`src/hw/rtl/ise_pkg.sv`:
```
`default_nettype none

package ise_pkg;

    localparam int VALUE_W = 32;

    typedef enum logic {
        ST_LOAD,
        ST_DRAIN
    } t_state;

    // per-cycle command broadcast to every cell
    typedef struct packed {
        logic ins;
        logic shift;
    } t_cell_ctrl;

    // what a cell shows its neighbors
    typedef struct packed {
        logic               occ;
        logic               gt;
        logic [VALUE_W-1:0] val;
    } t_cell_link;

endpackage

`default_nettype wire

```
`src/hw/rtl/ise_cell.sv`:
```
`default_nettype none

module ise_cell (
    input  wire logic                       i_clk,
    input  wire logic                       i_rst_n,
    input  wire ise_pkg::t_cell_ctrl        i_ctrl,
    input  wire logic [ise_pkg::VALUE_W-1:0] i_value,
    input  wire ise_pkg::t_cell_link        i_prev,
    input  wire ise_pkg::t_cell_link        i_next,
    output ise_pkg::t_cell_link             o_link
);
    import ise_pkg::*;

    logic [VALUE_W-1:0] r_val;
    logic [VALUE_W-1:0] n_val;
    logic               r_occ;
    logic               n_occ;
    logic               gt;

    // stored value strictly above the incoming one; equal values stay put
    assign gt = r_occ && ($signed(r_val) > $signed(i_value));

    always_comb begin
        n_val = r_val;
        n_occ = r_occ;
        if (i_ctrl.shift) begin
            n_val = i_next.val;
            n_occ = i_next.occ;
        end else if (i_ctrl.ins) begin
            if (i_prev.gt) begin
                n_val = i_prev.val;
                n_occ = 1'b1;
            end else if ((gt || !r_occ) && i_prev.occ) begin
                n_val = i_value;
                n_occ = 1'b1;
            end
        end
    end

    always_ff @(posedge i_clk) begin
        if (!i_rst_n) begin
            r_occ <= 1'b0;
        end else begin
            r_occ <= n_occ;
        end
    end

    always_ff @(posedge i_clk) begin
        r_val <= n_val;
    end

    assign o_link.occ = r_occ;
    assign o_link.gt  = gt;
    assign o_link.val = r_val;

endmodule

`default_nettype wire

```
`src/hw/rtl/integer_sort_engine.sv`:
```
// channel | valid   | ready   | payload
// input   | i_valid | o_ready | i_value, i_last
// output  | o_valid | i_ready | o_sorted_value, o_final_res, o_overflow
//
// loading: one input beat per cycle, each value placed in sorted position by the cell row
// after the beat with i_last, one result beat per cycle, shifted out of cell 0
// input is not taken while results drain; of n beats loaded, min(n, CAPACITY) drain
// a stalled output holds the cell row; input stalls simply leave it idle
// reset (synchronous, active low) empties every cell and returns to loading
`default_nettype none

module integer_sort_engine #(
    parameter int CAPACITY = 32
) (
    input  wire logic        i_clk,
    input  wire logic        i_rst_n,
    input  wire logic        i_valid,
    output logic             o_ready,
    input  wire logic [31:0] i_value,
    input  wire logic        i_last,
    output logic             o_valid,
    input  wire logic        i_ready,
    output logic [31:0]      o_sorted_value,
    output logic             o_final_res,
    output logic             o_overflow
);
    import ise_pkg::*;

    t_state     r_state;
    t_state     n_state;
    logic       r_dropped;
    logic       n_dropped;
    t_cell_ctrl ctrl;
    t_cell_link links [CAPACITY];
    t_cell_link head_link;
    t_cell_link tail_link;
    logic       in_beat;
    logic       out_beat;
    logic       full;

    // row is full once the top cell holds a value
    assign full     = links[CAPACITY-1].occ;
    assign in_beat  = i_valid && o_ready;
    assign out_beat = o_valid && i_ready;

    // cell 0 sees an occupied, never-greater neighbor below it
    assign head_link = '{occ: 1'b1, gt: 1'b0, val: '0};
    // the top cell pulls in emptiness while draining
    assign tail_link = '{occ: 1'b0, gt: 1'b0, val: '0};

    // next state
    always_comb begin
        n_state = r_state;
        unique case (r_state)
            ST_LOAD: begin
                if (in_beat && i_last) begin
                    n_state = ST_DRAIN;
                end
            end
            ST_DRAIN: begin
                if (out_beat && o_final_res) begin
                    n_state = ST_LOAD;
                end
            end
            default: n_state = ST_LOAD;
        endcase
    end

    // outputs and cell commands
    always_comb begin
        o_ready    = 1'b0;
        o_valid    = 1'b0;
        ctrl.ins   = 1'b0;
        ctrl.shift = 1'b0;
        unique case (r_state)
            ST_LOAD: begin
                o_ready  = 1'b1;
                // values past capacity are dropped
                ctrl.ins = in_beat && !full;
            end
            ST_DRAIN: begin
                o_valid    = links[0].occ;
                ctrl.shift = out_beat;
            end
            default: begin
                o_ready = 1'b0;
            end
        endcase
    end

    // overflow sticks for the whole set, cleared with its final result
    always_comb begin
        n_dropped = r_dropped;
        if (in_beat && full) begin
            n_dropped = 1'b1;
        end else if (out_beat && o_final_res) begin
            n_dropped = 1'b0;
        end
    end

    always_ff @(posedge i_clk) begin
        if (!i_rst_n) begin
            r_state   <= ST_LOAD;
            r_dropped <= 1'b0;
        end else begin
            r_state   <= n_state;
            r_dropped <= n_dropped;
        end
    end

    // the cell row, ascending from cell 0
    for (genvar g = 0; g < CAPACITY; g++) begin : g_cell
        ise_cell u_cell (
            .i_clk   (i_clk),
            .i_rst_n (i_rst_n),
            .i_ctrl  (ctrl),
            .i_value (i_value),
            .i_prev  ((g == 0) ? head_link : links[(g == 0) ? 0 : g - 1]),
            .i_next  ((g == CAPACITY - 1) ? tail_link
                                          : links[(g == CAPACITY - 1) ? g : g + 1]),
            .o_link  (links[g])
        );
    end

    // result comes straight from cell 0; last one when cell 1 is empty
    assign o_sorted_value = links[0].val;
    assign o_final_res    = !links[1].occ;
    assign o_overflow     = r_dropped;

endmodule

`default_nettype wire

```
`config.mk`:
```
export PLATFORM = sky130hd
export DESIGN_NAME = integer_sort_engine
export DESIGN_NICKNAME = d
export VERILOG_FILES = /design/src/hw/rtl/ise_pkg.sv /design/src/hw/rtl/ise_cell.sv /design/src/hw/rtl/integer_sort_engine.sv
export SDC_FILE = /design/constraint.sdc
export NUM_CORES = 2
export LEC_CHECK = 0
export ABC_AREA = 1
export BUFFER_PORTS_ARGS = -buffer_cell sky130_fd_sc_hd__buf_4
export CAP_MARGIN = 20
export CELL_PAD_IN_SITES_DETAIL_PLACEMENT = 1
export CELL_PAD_IN_SITES_GLOBAL_PLACEMENT = 1
export CORE_ASPECT_RATIO = 1.1
export CORE_MARGIN = 1
export CORE_UTILIZATION = 40
export DETAILED_ROUTE_END_ITERATION = 7
export GPL_ROUTABILITY_DRIVEN = 0
export PLACE_DENSITY_LB_ADDON = 0.05
export SLEW_MARGIN = 40
export SYNTH_ARGS = -nofsm -noshare
export SYNTH_HDL_FRONTEND = slang
export SYNTH_HIERARCHICAL = 1
export SYNTH_SLANG_ARGS = --single-unit
export TNS_END_PERCENT = 5
```
`constraint.sdc`:
```
create_clock -name i_clk -period 7.4 [get_ports i_clk]
set_clock_uncertainty 0.05 [all_clocks]
set_input_delay 1.11 -clock i_clk [delete_from_list [all_inputs] [get_ports i_clk]]
set_output_delay 1.11 -clock i_clk [all_outputs]
set_load 0.1 [all_outputs]
```
Yosys cells after proc, flatten, opt, wreduce, memory -nomap -nowiden

Cells that the tools add are included.

Add/sub/neg operators: 0
Multiply operators: 0
Div/mod/pow operators: 0
$lt $le $gt $ge: 32
Equal/unequal tests: 0
Shifts and indexed selects: 0
Muxes and demuxes: 259
Bitwise gates (word level): 2
Reduce and logical (&&, ||, !) cells: 200

Operator list:

| cell                            | number |
|---|---|
| 2-to-1 mux 32 bit               | 125 |
| greater-than comparator 32 bit  | 32 |
| 2-to-1 mux 1 bit                | 133 |
| nonzero test 3 bit              | 30 |
| logical AND 1 bit               | 69 |
| AND reduction 2 bit             | 32 |
| logical NOT 1 bit               | 32 |
| logical OR 1 bit                | 32 |
| nonzero test 2 bit              | 4 |
| NOT 1 bit                       | 2 |
| case mux 1 bit (2 select lines) | 1 |
| OR reduction 2 bit              | 1 |

Register bits: 1058
Bits in latches: 0
Memory bits (writable): 0
Memory bits (read-only): 0
Bits of input ports: 37
Output and inout bits: 36
Word-level logic and storage cells: 559
Memories kept: 0

Longest topological paths before layout

Depth after elaboration: 8
Gate-level depth with buffers: 22
Depth with buffers taken out: 20

Cells and area by module

The synthesis kept the hierarchy.

Modules (own cells, without submodules):

| module              | times used | cells an instance | area an instance (µm²) | sequential area each (µm²) |
|---|---|---|---|---|
| ise_cell            | 32         | 344               | 2576.2                 | 980.9 |
| integer_sort_engine | 1          | 20                | 115.1                  | 40.0 |

Worst setup path before layout

OpenSTA, ideal clock, no wires.

Kind: input to register
From: in i_value[31]
To: reg g_cell[1].u_cell.r_val[0], enable pin
Library setup time: 0.387 ns
Arrival: 3.322 ns
Data required time: 6.963 ns
Setup slack: 3.641 ns
Stages: 17
Buffers on the path: 2
Path through: inv_1 -> ha_1 -> nand2_1 -> inv_2 -> nand3_2 -> nor2_2 -> and3_1 -> nand2_1 -> nand3_1 -> nand3_1 -> nor2_1 -> buf_4 -> clkbuf_1 -> inv_1 -> nand3_2 -> nand2_2 -> inv_1

Elaborated cells between the ends (all ways): 8
Those cells by class: order compare (2); reduce/logical (6)

RTL lines:

| what                           | RTL line                  | RTL |
|---|---|---|
| from (decl)                    | integer_sort_engine.sv:19 | `input wire logic [31:0] i_value,` |
| greater-than comparator 32 bit | ise_cell.sv:21            | `assign gt = r_occ && ($signed(r_val) > $signed(i_value));` |
| logical AND 1 bit              | ise_cell.sv:21            |  |
| named net g_cell[0].u_cell.gt  | ise_cell.sv:18            | `logic gt;` |
| nonzero test 3 bit (no line)   | -                         |  |
| AND reduction 2 bit (no line)  | -                         |  |
| to (signal assigned)           | ise_cell.sv:49            | `r_val <= n_val;` |
| to (decl)                      | ise_cell.sv:14            | `logic [VALUE_W-1:0] r_val;` |

The timed path passes the listed nets, and every way through them passes these cells.
A chain may end at the register's enable or synchronous reset.

==> metrics.txt <==
# TYPE chip_impl_metric gauge
chip_impl_metric{name="holdBufCountCts",unit=""} 0
chip_impl_metric{name="power_frac_comb",unit="%"} 17.5
chip_impl_metric{name="die_height",unit="um"} 478
chip_impl_metric{name="floorplan.die_area",unit="mm2"} 0.208
chip_impl_metric{name="synthesis.yosys.warnings",unit=""} 6
chip_impl_metric{name="required",unit="ps"} 7830
chip_impl_metric{name="static-leakage-power",unit="uW"} 0.0448
chip_impl_metric{name="first_iter_violations",unit=""} 6005
chip_impl_info{name="hold_end",value="o_overflow$_SDFFE_PN0P_"} 1
chip_impl_metric{name="layout.core_utilization",unit="%"} 44.7
chip_impl_info{name="min_delay_src",value="o_overflow$_SDFFE_PN0P_"} 1
chip_impl_metric{name="layout.nets",unit=""} 12100
chip_impl_metric{name="reg2reg_depth",unit=""} 9
chip_impl_metric{name="timing.final.crit_share",unit="%"} 64.7
chip_impl_metric{name="placed_area",unit="mm2"} 0.0870
chip_impl_metric{name="cp_num_buf_inv",unit=""} 7
chip_impl_info{name="crit_family",value="buffers and inverters"} 1
chip_impl_metric{name="hold_depth",unit=""} 2
chip_impl_metric{name="max_slew.worst_pin.slew",unit="ps"} 882
chip_impl_metric{name="synth.cell_area",unit="mm2"} 0.0825
chip_impl_info{name="r2r_end",value="g_cell[8].u_cell/r_val[4]$_DFFE_PP_"} 1
chip_impl_metric{name="syn_inst",unit=""} 11000
chip_impl_metric{name="power.internal",unit="uW"} 12000
chip_impl_metric{name="rows",unit=""} 174
chip_impl_info{name="tritoncts",value="done"} 1
chip_impl_info{name="timing.critical_path.to_type",value="flop"} 1
chip_impl_metric{name="initial_antenna_violation_count",unit=""} 15
chip_impl_metric{name="post-route-drc-count",unit=""} 0
chip_impl_metric{name="drv.max_cap_violation_count",unit=""} 0
chip_impl_info{name="rsz_0062_raised_after_global_routing",value="no"} 1
chip_impl_info{name="cp_cell_sequence",value="buf_4 > inv_1 > ha_1 > a21oi_1 > o21ai_0 > a21oi_1 > nand2_1 > nand2_1 > nand2_1 > nand2_1 > nand3_1 > nor2_2 > buf_4 > inv_1 > buf_4 > nand3_2 > nand2_2 > inv_1 > buf_4"} 1
chip_impl_metric{name="grt_use_met3",unit="%"} 3.72
chip_impl_metric{name="setup_tns",unit="ps"} 0
chip_impl_metric{name="initial_utilization",unit="%"} 40.3
chip_impl_info{name="globalRoute.busiestLayer",value="met2"} 1
chip_impl_metric{name="number_of_vias_after_detailed_routing",unit=""} 77600
chip_impl_metric{name="power.clock.fraction",unit="%"} 40.5
chip_impl_metric{name="total_power",unit="uW"} 17100
chip_impl_metric{name="grt_util_met2",unit="%"} 52.8
chip_impl_metric{name="core-area",unit="mm2"} 0.205
chip_impl_metric{name="hpwlAfterDp",unit="um"} 249000
chip_impl_metric{name="numCtsBuffers",unit=""} 136
chip_impl_info{name="start_kind",value="primary input"} 1
chip_impl_info{name="critPathSlowestCell",value="inv_1"} 1
chip_impl_metric{name="floorplan.die.width",unit="um"} 435
chip_impl_metric{name="switching_share",unit="%"} 30.2
chip_impl_info{name="source_of_the_worst_register_to_register_timing_path",value="g_cell[0].u_cell/r_occ$_SDFFE_PN0P_"} 1
chip_impl_metric{name="final_design_area_no_fill",unit="mm2"} 0.0916
chip_impl_metric{name="viasPerCell",unit=""} 5.58
chip_impl_metric{name="drtAntennaViolNets",unit=""} 0
chip_impl_metric{name="synth_area_per_cell",unit="um2"} 7.49
chip_impl_metric{name="grt_use_total",unit="%"} 31.5
chip_impl_metric{name="first_pass_grt_wire_length",unit="um"} 503000
chip_impl_metric{name="power.net_switching",unit="uW"} 5170
chip_impl_metric{name="grt_remaining_overflow",unit=""} 0
chip_impl_metric{name="synthToLayoutAreaGrowth",unit="%"} 10.9
chip_impl_metric{name="crit_path_max_incr_delay",unit="ps"} 550
chip_impl_metric{name="fmax",unit="GHz"} 0.209
chip_impl_metric{name="worst-path-max-fanout",unit=""} 33
chip_impl_metric{name="report.final.setup_viol",unit=""} 0
chip_impl_metric{name="detail_route.first_pass.iterations",unit=""} 5
chip_impl_metric{name="p_per_area",unit="mW/mm2"} 187
chip_impl_metric{name="num-fill-cells",unit=""} 25300
chip_impl_metric{name="finalWirelength",unit="um"} 333000
chip_impl_metric{name="worst-endpoint-arrival",unit="ps"} 5220
chip_impl_info{name="cts.root.buffer_cell",value="clkbuf_16"} 1
chip_impl_metric{name="gr-usage-met1",unit="%"} 41.3
chip_impl_metric{name="clock_insertion_delay_at_the_later_pin_of_the_skew_report",unit="ps"} 820
chip_impl_metric{name="boundaryPins",unit=""} 73
chip_impl_info{name="crit_type",value="primary input to flop"} 1
chip_impl_metric{name="clock-sinks",unit=""} 1058
chip_impl_metric{name="timing.reg2reg.setup_slack",unit="ps"} 3280
chip_impl_info{name="outcome",value="finished, final reports clean"} 1
chip_impl_metric{name="grt_start_max_net_pins",unit=""} 148
chip_impl_metric{name="detail_route.wl_per_cell",unit="um"} 24.0
chip_impl_metric{name="cts_htree_levels",unit=""} 4
chip_impl_metric{name="power_frac_seq",unit="%"} 42.0
chip_impl_metric{name="period_needed",unit="ps"} 4780
chip_impl_metric{name="post-cts-setup-buffers",unit=""} 0
chip_impl_metric{name="maxSlewHeadroom",unit="%"} 41.2
chip_impl_info{name="timing.hold.worst.class",value="flop to flop"} 1
chip_impl_metric{name="placement.io_buffers",unit=""} 72
chip_impl_metric{name="drive_gt1_share",unit="%"} 7.18
chip_impl_metric{name="timing_hold_violations_final",unit=""} 0
chip_impl_metric{name="cts_repair_resize_count",unit=""} 0
chip_impl_metric{name="cts.clk_slew.worst_paths",unit="ps"} 60
chip_impl_metric{name="number_of_global_route_vias_before_repair",unit=""} 80900
chip_impl_metric{name="final_max_slew_viol_count",unit=""} 0
chip_impl_metric{name="worst_voltage_drop_across_the_vdd_grid",unit="uV"} 220
chip_impl_metric{name="cts_buffer_depth",unit=""} 3
-- power by group through the flow --
| stage | Clock, uW | Combinational (uW) | Sequential, uW |
|---|---|---|---|
| floorplan | 0 | 1810 | 7270 |
| global placement | 0 | 2800 | 7310 |
| detailed placement | 0 | 2960 | 7310 |
| CTS | 7080 | 2980 | 7190 |
| global route | 7260 | 3350 | 7200 |
| finish | 6940 | 3000 | 7190 |
-- worst reg2reg max path: cells and delay by family (launching register included) --
kind | cells | cell delay [ps]
buffers and inverters | 5 | 2160
DFF | 1 | 440
and+or+nand+nor | 4 | 1080
-- metal layers --
layer	vias to the layer above	wire length, um
li1	36200	-
met1	38600	144000
met2	2171	158000
met3	606	18300
met4	2	12800
met5	-	19
-- worst max-delay path by stage --
stage / start / end / slack, ps / cells past startpoint
after global placement: i_value[2] / g_cell[2].u_cell/r_val[1]$_DFFE_PP_ / 1690 / 21
after detailed placement: i_value[31] / g_cell[25].u_cell/r_val[4]$_DFFE_PP_ / 1840 / 20
final: i_value[15] / g_cell[22].u_cell/r_val[9]$_DFFE_PP_ / 2620 / 19
after floorplan: i_value[31] / g_cell[1].u_cell/r_val[0]$_DFFE_PP_ / 3640 / 17
after global routing: i_value[31] / g_cell[25].u_cell/r_val[5]$_DFFE_PP_ / 2360 / 21
after CTS: i_value[15] / g_cell[22].u_cell/r_val[0]$_DFFE_PP_ / 2720 / 19
-- placed cells by master (no fill, tap or decap) --
master         n
dfxtp_1       34
conb_1        67
buf_4        297
nand2_1     2468
a21oi_1     2370
clkinv_2      19
diode_2        7
clkinv_1      40
inv_2         43
clkinv_8       3
o21ai_0       96
nand4_1       33
clkinvlp_4     8
clkbuf_8       6
nand3_1      130
clkinv_4       2
buf_12        32
nor2_1      1376
edfxtp_1    1024
clkbuf_1      43
a21oi_2       32
nand3_2       64
inv_6          6
buf_16         2
bufinv_16     12
ha_1        1024
nand2_2       32
or2_2         32
a21o_1        64
and3_1        32
clkbuf_16    144
inv_4          2
nor2_2        63
nor2_4         2
inv_1       1559
-- cell type report --
cell class                 count  area [um2]  area share (%)
tap                         2728        3410            3.73
timing repair buffer         331        2930            3.20
sequential                  1058       31400            34.3
clock inverter                57         657           0.717
clock buffer                 193        3850            4.20
antenna                        7        17.5          0.0191
inverter                    1637        6150            6.72
multi-input combinational   7885       43100            47.1
-- metrics by stage --
| stage | hold WS (ps) | instances | setup WS, ps |
|---|---|---|---|
| 4_1_cts | 423 | 13900 | 2720 |
| 6_report | 420 | 13900 | 2620 |
| 2_1_floorplan | 403 | 11100 | 3640 |
| 3_3_place_gp | 406 | 13600 | 1690 |
| 5_1_grt | 441 | 13900 | 2360 |
| 3_5_place_dp | 413 | 13600 | 1840 |
-- registers in the layout (all words and copies together), names as in the netlist --
name / count
o_overflow: 1
g_cell.u_cell/r_val: 1024
r_state: 1
g_cell.u_cell/r_occ: 32
No activity file was read; power rests on OpenSTA's default activity.
